**src/rtl/fst_pkg.sv**
```systemverilog
// ----------------------------------------------------------------------------
// fst_pkg
// Types, widths and codes of the first-free slot table.
// ----------------------------------------------------------------------------
package fst_pkg;

   localparam int CAPACITY   = 64;
   localparam int DATA_WIDTH = 32;
   localparam int ADDR_W     = (CAPACITY > 1) ? $clog2(CAPACITY) : 1;

   localparam int OP_W        = 2;
   localparam int SLOT_IN_W   = 7;
   localparam int VALUE_W     = 32;
   localparam int STATUS_W    = 2;
   localparam int SLOT_OUT_W  = 6;
   localparam int COUNT_W     = 7;
   localparam int REQ_TDATA_W = 40;
   localparam int RSP_TDATA_W = 48;

   localparam logic [COUNT_W-1:0] COUNT_MAX = '1;

   localparam logic [OP_W-1:0] OP_ADD    = 2'd0;
   localparam logic [OP_W-1:0] OP_REMOVE = 2'd1;
   localparam logic [OP_W-1:0] OP_GET    = 2'd2;
   localparam logic [OP_W-1:0] OP_SET    = 2'd3;

   localparam logic [STATUS_W-1:0] ST_OK    = 2'd0;
   localparam logic [STATUS_W-1:0] ST_FULL  = 2'd1;
   localparam logic [STATUS_W-1:0] ST_RANGE = 2'd2;
   localparam logic [STATUS_W-1:0] ST_EMPTY = 2'd3;

   typedef struct packed {
      logic [OP_W-1:0]       op;
      logic [SLOT_IN_W-1:0]  slot_index;
      logic [DATA_WIDTH-1:0] value;
      logic                  out_of_range;
   } fst_cmd_type;

   typedef enum logic {
      BK_IDLE,
      BK_RESP
   } fst_back_state_type;

endpackage

```
**src/rtl/fst_front.sv**
```systemverilog
// ----------------------------------------------------------------------------
// fst_front
// Accepts requests, flags out-of-range indexes and queues the commands.
// ----------------------------------------------------------------------------
module fst_front
   import fst_pkg::*;
(
   input  logic                   clock,
   input  logic                   reset,
   input  logic                   req_tvalid,
   output logic                   req_tready,
   input  logic [REQ_TDATA_W-1:0] req_tdata,
   input  logic [OP_W-1:0]        req_tuser,
   output logic                   cmd_valid,
   output fst_cmd_type            cmd,
   input  logic                   cmd_pop
);

   fst_cmd_type entry_ff [2];
   logic        wr_ptr_ff, wr_ptr_in;
   logic        rd_ptr_ff, rd_ptr_in;
   logic [1:0]  count_ff, count_in;

   fst_cmd_type new_cmd;
   logic        push;

   always_comb begin
      new_cmd.op           = req_tuser;
      new_cmd.slot_index   = req_tdata[SLOT_IN_W-1:0];
      new_cmd.value        = DATA_WIDTH'(req_tdata[SLOT_IN_W +: VALUE_W]);
      new_cmd.out_of_range = (req_tuser != OP_ADD) &&
                             (32'(req_tdata[SLOT_IN_W-1:0]) >= CAPACITY);
   end

   assign req_tready = (count_ff != 2'd2);
   assign push       = req_tvalid && req_tready;
   assign cmd_valid  = (count_ff != 2'd0);
   assign cmd        = entry_ff[rd_ptr_ff];

   always_comb begin
      wr_ptr_in = push ? ~wr_ptr_ff : wr_ptr_ff;
      rd_ptr_in = cmd_pop ? ~rd_ptr_ff : rd_ptr_ff;
      count_in  = count_ff + 2'(push) - 2'(cmd_pop);
   end

   always_ff @(posedge clock) begin
      if (reset) begin
         wr_ptr_ff <= 1'b0;
         rd_ptr_ff <= 1'b0;
         count_ff  <= 2'd0;
      end else begin
         wr_ptr_ff <= wr_ptr_in;
         rd_ptr_ff <= rd_ptr_in;
         count_ff  <= count_in;
      end
   end

   always_ff @(posedge clock) begin
      if (push) begin
         entry_ff[wr_ptr_ff] <= new_cmd;
      end
   end

endmodule

```
**src/rtl/fst_back.sv**
```systemverilog
// ----------------------------------------------------------------------------
// fst_back
// Executes queued commands against the slot memory and occupancy bits,
// and holds the result in the output register.
// ----------------------------------------------------------------------------
module fst_back
   import fst_pkg::*;
(
   input  logic                   clock,
   input  logic                   reset,
   input  logic                   cmd_valid,
   input  fst_cmd_type            cmd,
   output logic                   cmd_pop,
   output logic                   rsp_tvalid,
   input  logic                   rsp_tready,
   output logic [RSP_TDATA_W-1:0] rsp_tdata,
   output logic [STATUS_W-1:0]    rsp_tuser
);

   fst_back_state_type state_ff, state_in;

   logic [DATA_WIDTH-1:0] mem [CAPACITY];
   logic [DATA_WIDTH-1:0] rd_data_ff;

   logic [CAPACITY-1:0]   occ_ff, occ_in;
   logic [COUNT_W-1:0]    count_ff, count_in;
   logic                  free_found_ff, free_found_in;
   logic [ADDR_W-1:0]     free_idx_ff, free_idx_in;

   logic [STATUS_W-1:0]   st_status_ff, st_status_in;
   logic [SLOT_OUT_W-1:0] st_slot_ff, st_slot_in;
   logic [VALUE_W-1:0]    st_vout_ff, st_vout_in;
   logic                  st_use_rd_ff, st_use_rd_in;

   logic                  rsp_valid_ff, rsp_valid_in;
   logic [STATUS_W-1:0]   rsp_status_ff;
   logic [SLOT_OUT_W-1:0] rsp_slot_ff;
   logic [VALUE_W-1:0]    rsp_value_ff;
   logic [COUNT_W-1:0]    rsp_count_ff;

   logic                  rsp_load;
   logic [ADDR_W-1:0]     addr;
   logic                  hit;
   logic                  mem_we, mem_re;
   logic [ADDR_W-1:0]     mem_waddr;

   // registered lowest-free-slot encoder
   always_comb begin
      free_found_in = ~&occ_ff;
      free_idx_in   = '0;
      for (int i = CAPACITY - 1; i >= 0; i--) begin
         if (!occ_ff[i]) begin
            free_idx_in = ADDR_W'(i);
         end
      end
   end

   // next state
   always_comb begin
      state_in = state_ff;
      unique case (state_ff)
         BK_IDLE: begin
            if (cmd_valid) begin
               state_in = BK_RESP;
            end
         end
         BK_RESP: begin
            if (!rsp_valid_ff || rsp_tready) begin
               state_in = BK_IDLE;
            end
         end
         default: state_in = BK_IDLE;
      endcase
   end

   // outputs
   always_comb begin
      cmd_pop  = 1'b0;
      rsp_load = 1'b0;
      unique case (state_ff)
         BK_IDLE: cmd_pop  = cmd_valid;
         BK_RESP: rsp_load = !rsp_valid_ff || rsp_tready;
         default: ;
      endcase
   end

   assign addr = ADDR_W'(cmd.slot_index);
   assign hit  = occ_ff[addr];

   // execute
   always_comb begin
      occ_in       = occ_ff;
      count_in     = count_ff;
      mem_we       = 1'b0;
      mem_re       = 1'b0;
      mem_waddr    = addr;
      st_status_in = ST_OK;
      st_slot_in   = SLOT_OUT_W'(cmd.slot_index);
      st_vout_in   = '0;
      st_use_rd_in = 1'b0;
      if (cmd_pop) begin
         priority if (cmd.op == OP_ADD) begin
            if (free_found_ff) begin
               mem_we              = 1'b1;
               mem_waddr           = free_idx_ff;
               occ_in[free_idx_ff] = (cmd.value != '0);
               st_slot_in          = SLOT_OUT_W'(free_idx_ff);
               if (count_ff != COUNT_MAX) begin
                  count_in = count_ff + 1'b1;
               end
            end else begin
               st_status_in = ST_FULL;
               st_slot_in   = '0;
            end
         end else if (cmd.out_of_range) begin
            st_status_in = ST_RANGE;
         end else if (cmd.op == OP_REMOVE) begin
            if (hit) begin
               occ_in[addr] = 1'b0;
               if (count_ff != '0) begin
                  count_in = count_ff - 1'b1;
               end
            end else begin
               st_status_in = ST_EMPTY;
            end
         end else if (cmd.op == OP_GET) begin
            if (hit) begin
               mem_re       = 1'b1;
               st_use_rd_in = 1'b1;
            end else begin
               st_status_in = ST_EMPTY;
            end
         end else begin
            mem_we       = 1'b1;
            occ_in[addr] = (cmd.value != '0);
            st_vout_in   = VALUE_W'(cmd.value);
         end
      end
   end

   always_ff @(posedge clock) begin
      if (mem_we) begin
         mem[mem_waddr] <= cmd.value;
      end
      if (mem_re) begin
         rd_data_ff <= mem[addr];
      end
   end

   always_comb begin
      rsp_valid_in = rsp_valid_ff;
      if (rsp_load) begin
         rsp_valid_in = 1'b1;
      end else if (rsp_tready) begin
         rsp_valid_in = 1'b0;
      end
   end

   always_ff @(posedge clock) begin
      if (reset) begin
         state_ff      <= BK_IDLE;
         occ_ff        <= '0;
         count_ff      <= '0;
         free_found_ff <= 1'b1;
         free_idx_ff   <= '0;
         rsp_valid_ff  <= 1'b0;
      end else begin
         state_ff      <= state_in;
         occ_ff        <= occ_in;
         count_ff      <= count_in;
         free_found_ff <= free_found_in;
         free_idx_ff   <= free_idx_in;
         rsp_valid_ff  <= rsp_valid_in;
      end
   end

   always_ff @(posedge clock) begin
      if (cmd_pop) begin
         st_status_ff <= st_status_in;
         st_slot_ff   <= st_slot_in;
         st_vout_ff   <= st_vout_in;
         st_use_rd_ff <= st_use_rd_in;
      end
      if (rsp_load) begin
         rsp_status_ff <= st_status_ff;
         rsp_slot_ff   <= st_slot_ff;
         rsp_value_ff  <= st_use_rd_ff ? VALUE_W'(rd_data_ff) : st_vout_ff;
         rsp_count_ff  <= count_ff;
      end
   end

   assign rsp_tvalid = rsp_valid_ff;
   assign rsp_tuser  = rsp_status_ff;
   assign rsp_tdata  = RSP_TDATA_W'({rsp_count_ff, rsp_value_ff, rsp_slot_ff});

endmodule

```
**src/rtl/first_free_slot_table_core.sv**
```systemverilog
// ----------------------------------------------------------------------------
// first_free_slot_table_core
// Fixed table of handle slots with lowest-free-slot allocation.
// ----------------------------------------------------------------------------
// Requests enter on req_*: tuser carries the op (add, remove, get, set),
// tdata the slot index and the value. Each request gives one result on
// rsp_*: tuser carries the status, tdata the slot, the value and the used
// count after the request.
// The front end queues up to two commands; the back end executes one
// command at a time in two steps: the memory read or write and the
// occupancy update, then the load of the output register, which waits
// while the output register still holds a result that was not taken.
// Reset clears the occupancy bits and the used count, so every slot reads
// as free right away; no clearing pass is needed.
// When rsp_tready is low the result holds in the output register, the back
// end waits with the next result staged, and req_tready drops once the
// queue is full.
// ----------------------------------------------------------------------------
module first_free_slot_table_core
   import fst_pkg::*;
(
   input  logic                   clock,
   input  logic                   reset,
   input  logic                   req_tvalid,
   output logic                   req_tready,
   input  logic [REQ_TDATA_W-1:0] req_tdata,  // slot_index[6:0], value_in[38:7]
   input  logic [OP_W-1:0]        req_tuser,  // op[1:0]
   output logic                   rsp_tvalid,
   input  logic                   rsp_tready,
   output logic [RSP_TDATA_W-1:0] rsp_tdata,  // slot_out[5:0], value_out[37:6],
                                              // used_count[44:38]
   output logic [STATUS_W-1:0]    rsp_tuser   // status[1:0]
);

   logic        cmd_valid;
   logic        cmd_pop;
   fst_cmd_type cmd;

   fst_front u_front (
      .clock      (clock),
      .reset      (reset),
      .req_tvalid (req_tvalid),
      .req_tready (req_tready),
      .req_tdata  (req_tdata),
      .req_tuser  (req_tuser),
      .cmd_valid  (cmd_valid),
      .cmd        (cmd),
      .cmd_pop    (cmd_pop)
   );

   fst_back u_back (
      .clock      (clock),
      .reset      (reset),
      .cmd_valid  (cmd_valid),
      .cmd        (cmd),
      .cmd_pop    (cmd_pop),
      .rsp_tvalid (rsp_tvalid),
      .rsp_tready (rsp_tready),
      .rsp_tdata  (rsp_tdata),
      .rsp_tuser  (rsp_tuser)
   );

endmodule

```
**config.mk**
```make
export PLATFORM = sky130hd
export DESIGN_NAME = first_free_slot_table_core
export DESIGN_NICKNAME = d
export VERILOG_FILES = /design/src/rtl/fst_pkg.sv /design/src/rtl/fst_front.sv /design/src/rtl/fst_back.sv /design/src/rtl/first_free_slot_table_core.sv
export SDC_FILE = /design/constraint.sdc
export NUM_CORES = 2
export LEC_CHECK = 0
export ABC_AREA = 1
export BUFFER_PORTS_ARGS = -buffer_cell sky130_fd_sc_hd__buf_4
export CELL_PAD_IN_SITES_DETAIL_PLACEMENT = 1
export CELL_PAD_IN_SITES_GLOBAL_PLACEMENT = 1
export CORE_UTILIZATION = 30
export CTS_BUF_LIST = sky130_fd_sc_hd__clkbuf_8 sky130_fd_sc_hd__clkbuf_16
export DETAILED_ROUTE_END_ITERATION = 7
export PLACE_DENSITY = 0.54
export SYNTH_ARGS = -nofsm -noshare
export SYNTH_HDL_FRONTEND = slang
export SYNTH_SLANG_ARGS = --single-unit
export TNS_END_PERCENT = 20
```
**constraint.sdc**
```tcl
create_clock -name clock -period 11 [get_ports clock]
set_clock_uncertainty 0.15 [all_clocks]
set_input_delay 2.75 -clock clock [delete_from_list [all_inputs] [get_ports clock]]
set_output_delay 2.75 -clock clock [all_outputs]
set_load 0.01 [all_outputs]
```
==> Word-level counts from Yosys, hierarchy flattened <==
Memories as Yosys holds them, arrays and structs flattened. A register that Yosys moved wholly into a read port is not among the register bits.
Index checks and enable logic that the tools add are counted.
{ "totals": {"n_memories": 2, "output_inout_bits": 52, "ff_bits": 172, "word_cells": 226, "inputBits": 46, "ramBits": 2132} }
{ "classes": {"n_addsub": 4, "eq_ne": 9, "n_bitwise": 37, "n_reduce_logical": 26, "n_lt_le_gt_ge": 5, "mux": 121} }
{ "mem_list": {"columns": ["memory", "words", "word_bits", "read_ports", "rd_clocked_by_memory_dff", "wr", "line", "text"], "rows": [
  ["u_back.mem", 64, 32, 1, 1, 1, "fst_back.sv:22", "logic [DATA_WIDTH-1:0] mem [CAPACITY];"],
  ["u_front.entry_ff", 2, 42, 1, 1, 1, "fst_front.sv:19", "fst_cmd_type entry_ff [2];"]
]} }
{ "ops": {"columns": ["op", "n"], "rows": [
  ["two-way mux 64 bit", 6],
  ["two-way mux 6 bit", 37],
  ["bitwise mux 64 bit", 2],
  ["two-way mux 5 bit", 16],
  ["AND 64 bit", 1],
  ["inverter 64 bit", 1],
  ["AND reduction 64 bit", 1],
  ["two-way mux 7 bit", 7],
  ["inverter 1 bit", 35],
  ["OR reduction 33 bit", 1],
  ["two-way mux 32 bit", 1],
  ["two-way mux 4 bit", 8],
  ["nonzero test 32 bit", 1],
  ["two-way mux 1 bit", 29],
  ["OR reduction 17 bit", 1],
  ["< comparator 6 x 7 -> 1 bit, second input constant", 2],
  ["two-way mux 2 bit", 7],
  ["demux 1 bit (select 6 bit)", 2],
  [">= comparator 6 x 1 -> 1 bit, second input constant", 2],
  ["two-way mux 3 bit", 4],
  ["nonzero test 2 bit", 6],
  ["OR reduction 9 bit", 1],
  ["adder 7 x 1 -> 7 bit, second input constant", 1],
  [">= comparator 7 bit, second input constant", 1],
  ["other kinds (22)", 29]
]} }

==> Depth between registers and ports, before layout <==
{ "logic_depth": {"word_depth": 63, "ltp_mapped": 63, "mapped_depth_nobuf": 63} }

==> Cells and area by module <==
A second synthesis with hierarchy kept.
{ "unflattened": {"hier_cells": 5878, "area_unflattened_um2": 88999.1} }
{ "modules_own_cells": {"columns": ["mod", "cells_each", "instances", "seq_area_each_um2", "area_each_um2"], "rows": [
  ["fst_back", 5714, 1, 66704.0, 85529.5],
  ["fst_front", 164, 1, 2622.5, 3469.6]
]} }

==> Worst setup path before layout <==
Ideal clock, no wire load.
{ "synth_timing": {"path_kind": "register to register", "startpoint": "register u_front.count_ff[1]", "endpoint": "memory u_back.mem[33][0] (enable)", "path_stages_with_launch": 9, "required_ns": 10.349, "n_path_buf": 0, "setup_time_ns": 0.501, "period_less_slack_ns": 7.941, "arrival_time_ns": 7.290, "setup_slack_ns": 3.059, "path_cell_list": "dfxtp_1 > inv_1 > a21oi_1 > inv_1 > nor2_1 > inv_1 > o21ai_1 > clkinv_1 > nor4_1"} }
{ "synth_via": {"elab_chain_cells": 5, "elab_cells_between_ends": 6, "classes_between": "mux (5); reduce/logical (1)"} }
{ "synth_rtl": {"columns": ["item", "line", "text"], "rows": [
  ["from (decl)", "fst_front.sv:22", "logic [1:0] count_ff, count_in;"],
  ["from (signal assigned)", "fst_front.sv:54", "count_ff <= count_in;"],
  ["nonzero test 2 bit (*)", "fst_front.sv:37", "assign cmd_valid = (count_ff != 2'd0);"],
  ["two-way mux 1 bit (*)", "fst_back.sv:80", "unique case (state_ff)"],
  ["via cmd_pop", "first_free_slot_table_core.sv:36", "logic cmd_pop;"],
  ["two-way mux 1 bit", "fst_back.sv:101", "if (cmd_pop) begin"],
  ["two-way mux 1 bit", "fst_back.sv:142", "if (mem_we) begin"],
  ["two-way mux 1 bit (not written as such)", "fst_back.sv:143", "mem[mem_waddr] <= cmd.value;"],
  ["to (decl)", "fst_back.sv:22", null]
]} }
Mark *: on every way through the listed nets, which the timed path passes. The rest lies on a longest branch.

==> flow_summary.json <==
{
  "cap_viol_max_count": 0,
  "busiest_layer": "met2",
  "grt_max_degree": 92,
  "powerDensity_nw_per_um2": 264,
  "worst_setup_path_start_kind": "register",
  "maxSlewHeadroom": 0.0336,
  "power.total_mw": 27.0,
  "synth-async-reset-ratio": 0,
  "cp_slowest_cell": "o21ai_1",
  "p_leak_nw": 31.4,
  "finalHoldViolCount": 0,
  "rsz0062_at_grt": "no",
  "hp-class": "register to register",
  "final_common_cell": "edfxtp_1",
  "syn_inst": 5650,
  "htreeDepth": 4,
  "path_buf_inv": 5,
  "cts_buffers": 242,
  "grt.met1_usage": 0.273,
  "postSynthAreaPerCell_sq_um": 15.6,
  "fin_crit_ps": 6650,
  "post_drt_wl_per_cell_microns": 30.2,
  "synth_compound_area_frac": 0.121,
  "synth_fa_ha_area_frac": 0.00193,
  "use_met2": 0.329,
  "yosys_warnings": 0,
  "setup_viol": 0,
  "tightestPinTransition_ps": 1440,
  "ys_seq_area_frac": 0.786,
  "coreArea_sq_um": 292000,
  "finalCritPeriodShare": 0.604,
  "drive_gt1_frac": 0.135,
  "cts_max_path_buffers": 4,
  "route.detailed.drc": 0,
  "antenna_found_initial": 16,
  "worstPathArrival_ps": 6930,
  "slowest_delay_ps": 780,
  "synth_ff_type": "edfxtp_1",
  "grt_pass1_wl_microns": 421000,
  "cts_tree": "yes",
  "met3_usage": 0.0229,
  "ctsHoldBuffers": 0,
  "drt_iter0_markers": 5115,
  "clk_pin_slew_ps": 60,
  "synth_edf_count": 2250,
  "area_growth_pct": 15.9,
  "critPathCaptureType": "register",
  "via_count": 53964,
  "synth_top_family_by_area": "compound AO/OA/AOI/OAI gates",
  "dpl_cell_area_sq_um": 94700,
  "worst_path_dominant_cell_family": "buffers and inverters",
  "setup_tns_ps": 0,
  "grt_usage": 0.199,
  "final_area_sq_um": 102000,
  "cts_root_buf": "clkbuf_16",
  "via_per_inst": 5.42,
  "dr.pass1.iters": 7,
  "cts_resized": 0,
  "path_max_fanout": 42,
  "outcome": "completed",
  "setup_slack_ps": 4350,
  "cp_cell_sequence": "buf_4 > inv_2 > or2_2 > o21ai_0 > ha_2 > nand2_1 > nor2_1 > inv_1 > o21ai_1 > clkinv_1 > nor2_1 > nand2_1 > nor2_4 > buf_4",
  "place_congestion": 0.789,
  "rows": 198,
  "layout_common_cells": "2,250 x edfxtp_1, 721 x a22oi_1, 503 x nand2_1",
  "fmax_mhz": 150,
  "crit_type": "register to register",
  "pre_cts_ws_ps": 4310,
  "port_buffers": 93,
  "dp_hpwl_microns": 163000,
  "synth_mux_area_frac": 0.00409,
  "synth_simple_gate_area_frac": 0.0651,
  "fp.dieW_microns": 544,
  "fin_util": 0.350,
  "peakVddDrop_uv": 196,
  "ys_seq_elements": 2335,
  "synthXorXnorAreaFrac": 0.000497,
  "insertion_delay_ps": 920,
  "io-pin-count": 98,
  "rrSetupSlack_ps": 4350,
  "first_global_vias": 55419,
  "dieArea_sq_um": 296000,
  "ant_nets": 0,
  "critical_path_required_ps": 11280,
  "initial_utilization": 0.302,
  "grt_overflow": 0,
  "drt_wl_total_microns": 301000,
  "drv_slew": 0,
  "nNetsFinal": 5914,
  "die_y_microns": 544,
  "cts.sink_count": 2335,
  "synth_cell_type_count": 50,
  "syn_area_sq_um": 88200,
  "cts_post_setup_buffers_inserted": 0
}
==> final cells by class <==
class                      instances  area (sq um)
fill                           29823        189000
sequential                      2335         69300
multi-input combinational       2806         17600
clock buffer                     245          6120
tap                             3900          4880
timing repair buffer             281          2270
clock inverter                   194          1300
inverter                         189           709
antenna                            1          2.50
==> cell families (layout without fill, tap and decap cells) <==
family | count (synthesis) | after routing
compound gates | 1475 | 1475
xor+xnor | 5 | 5
fa+ha+maj | 13 | 13
buf+inv | 511 | 909
flops | 2335 | 2335
mux | 32 | 32
other cells | 1 | 4
simple gates | 1278 | 1278
==> synthesized netlist by cell type (6+ instances only) <==
cell | n | area [sq um]
nand4_1 | 249 | 1560
o21ai_0 | 131 | 656
dfxtp_1 | 85 | 1700
ha_1 | 12 | 150
a21oi_1 | 89 | 445
o21ai_1 | 128 | 641
a22oi_1 | 721 | 5410
nor3_1 | 27 | 135
a221oi_1 | 129 | 1130
a41oi_1 | 20 | 175
nand3_1 | 56 | 280
buf_1 | 104 | 390
nor4_1 | 25 | 156
a22o_1 | 176 | 1540
a211oi_1 | 11 | 82.6
inv_1 | 168 | 631
a31oi_1 | 6 | 37.5
inv_2 | 17 | 63.8
nand2_1 | 503 | 1890
nor3_2 | 6 | 60.1
nor2_1 | 367 | 1380
mux2_2 | 32 | 360
edfxtp_1 | 2250 | 67600
a2111o_1 | 12 | 135
o22ai_1 | 26 | 163
or2_2 | 38 | 238
clkbuf_1 | 212 | 796
==> sequential cells by signal, indices dropped and copies added (netlist names), 2 cells and up, named ones only <==
signal,cells
u_back.st_slot_ff,6
u_front.count_ff,2
u_back.rsp_count_ff,7
u_back.rsp_tuser,2
u_back.st_status_ff,2
u_back.rd_data_ff,32
u_back.occ_ff,64
u_back.st_vout_ff,32
u_front.entry_ff,82
u_back.mem,2048
u_back.rsp_value_ff,32
u_back.rsp_slot_ff,6
u_back.free_idx_ff,6
u_back.count_ff,7
==> metrics by stage <==
step | instances | hold slack (ps)
2_1_floorplan | 5652 | 250
3_3_place_gp | 9511 | 261
3_5_place_dp | 9511 | 260
4_1_cts | 9950 | 275
5_1_grt | 9950 | 277
6_report | 9951 | 271
==> final timing paths <==
kind / start / endpoint / depth (start not counted)
worst max-delay path: register / u_back.mem[47][15] / 14
worst min-delay path: u_back.st_slot_ff[5] / u_back.rsp_slot_ff[5] / 0
worst max register to register: register / u_back.mem[47][15] / 14
worst min register to register: u_back.st_slot_ff[5] / u_back.rsp_slot_ff[5] / 0
==> per-layer routing <==
metal	part of all wire	vias to the layer above	wire length [microns]
li1	-	22910	-
met4	0.027	4	8180
met1	0.44	28895	132000
met3	0.057	358	17000
met2	0.48	1797	143000
met5	0.000090	-	27
==> power by group <==
part / leakage, nW / total (mW) / internal (mW) / switching (mW)
registers: 20.9 / 11.3 / 11.2 / 0.114
logic: 6.64 / 7.80 / 1.73 / 6.06
clock network: 3.85 / 7.83 / 4.37 / 3.46
total: 31.4 / 27.0 / 17.3 / 9.63
(Power assumes the default switching activity.)
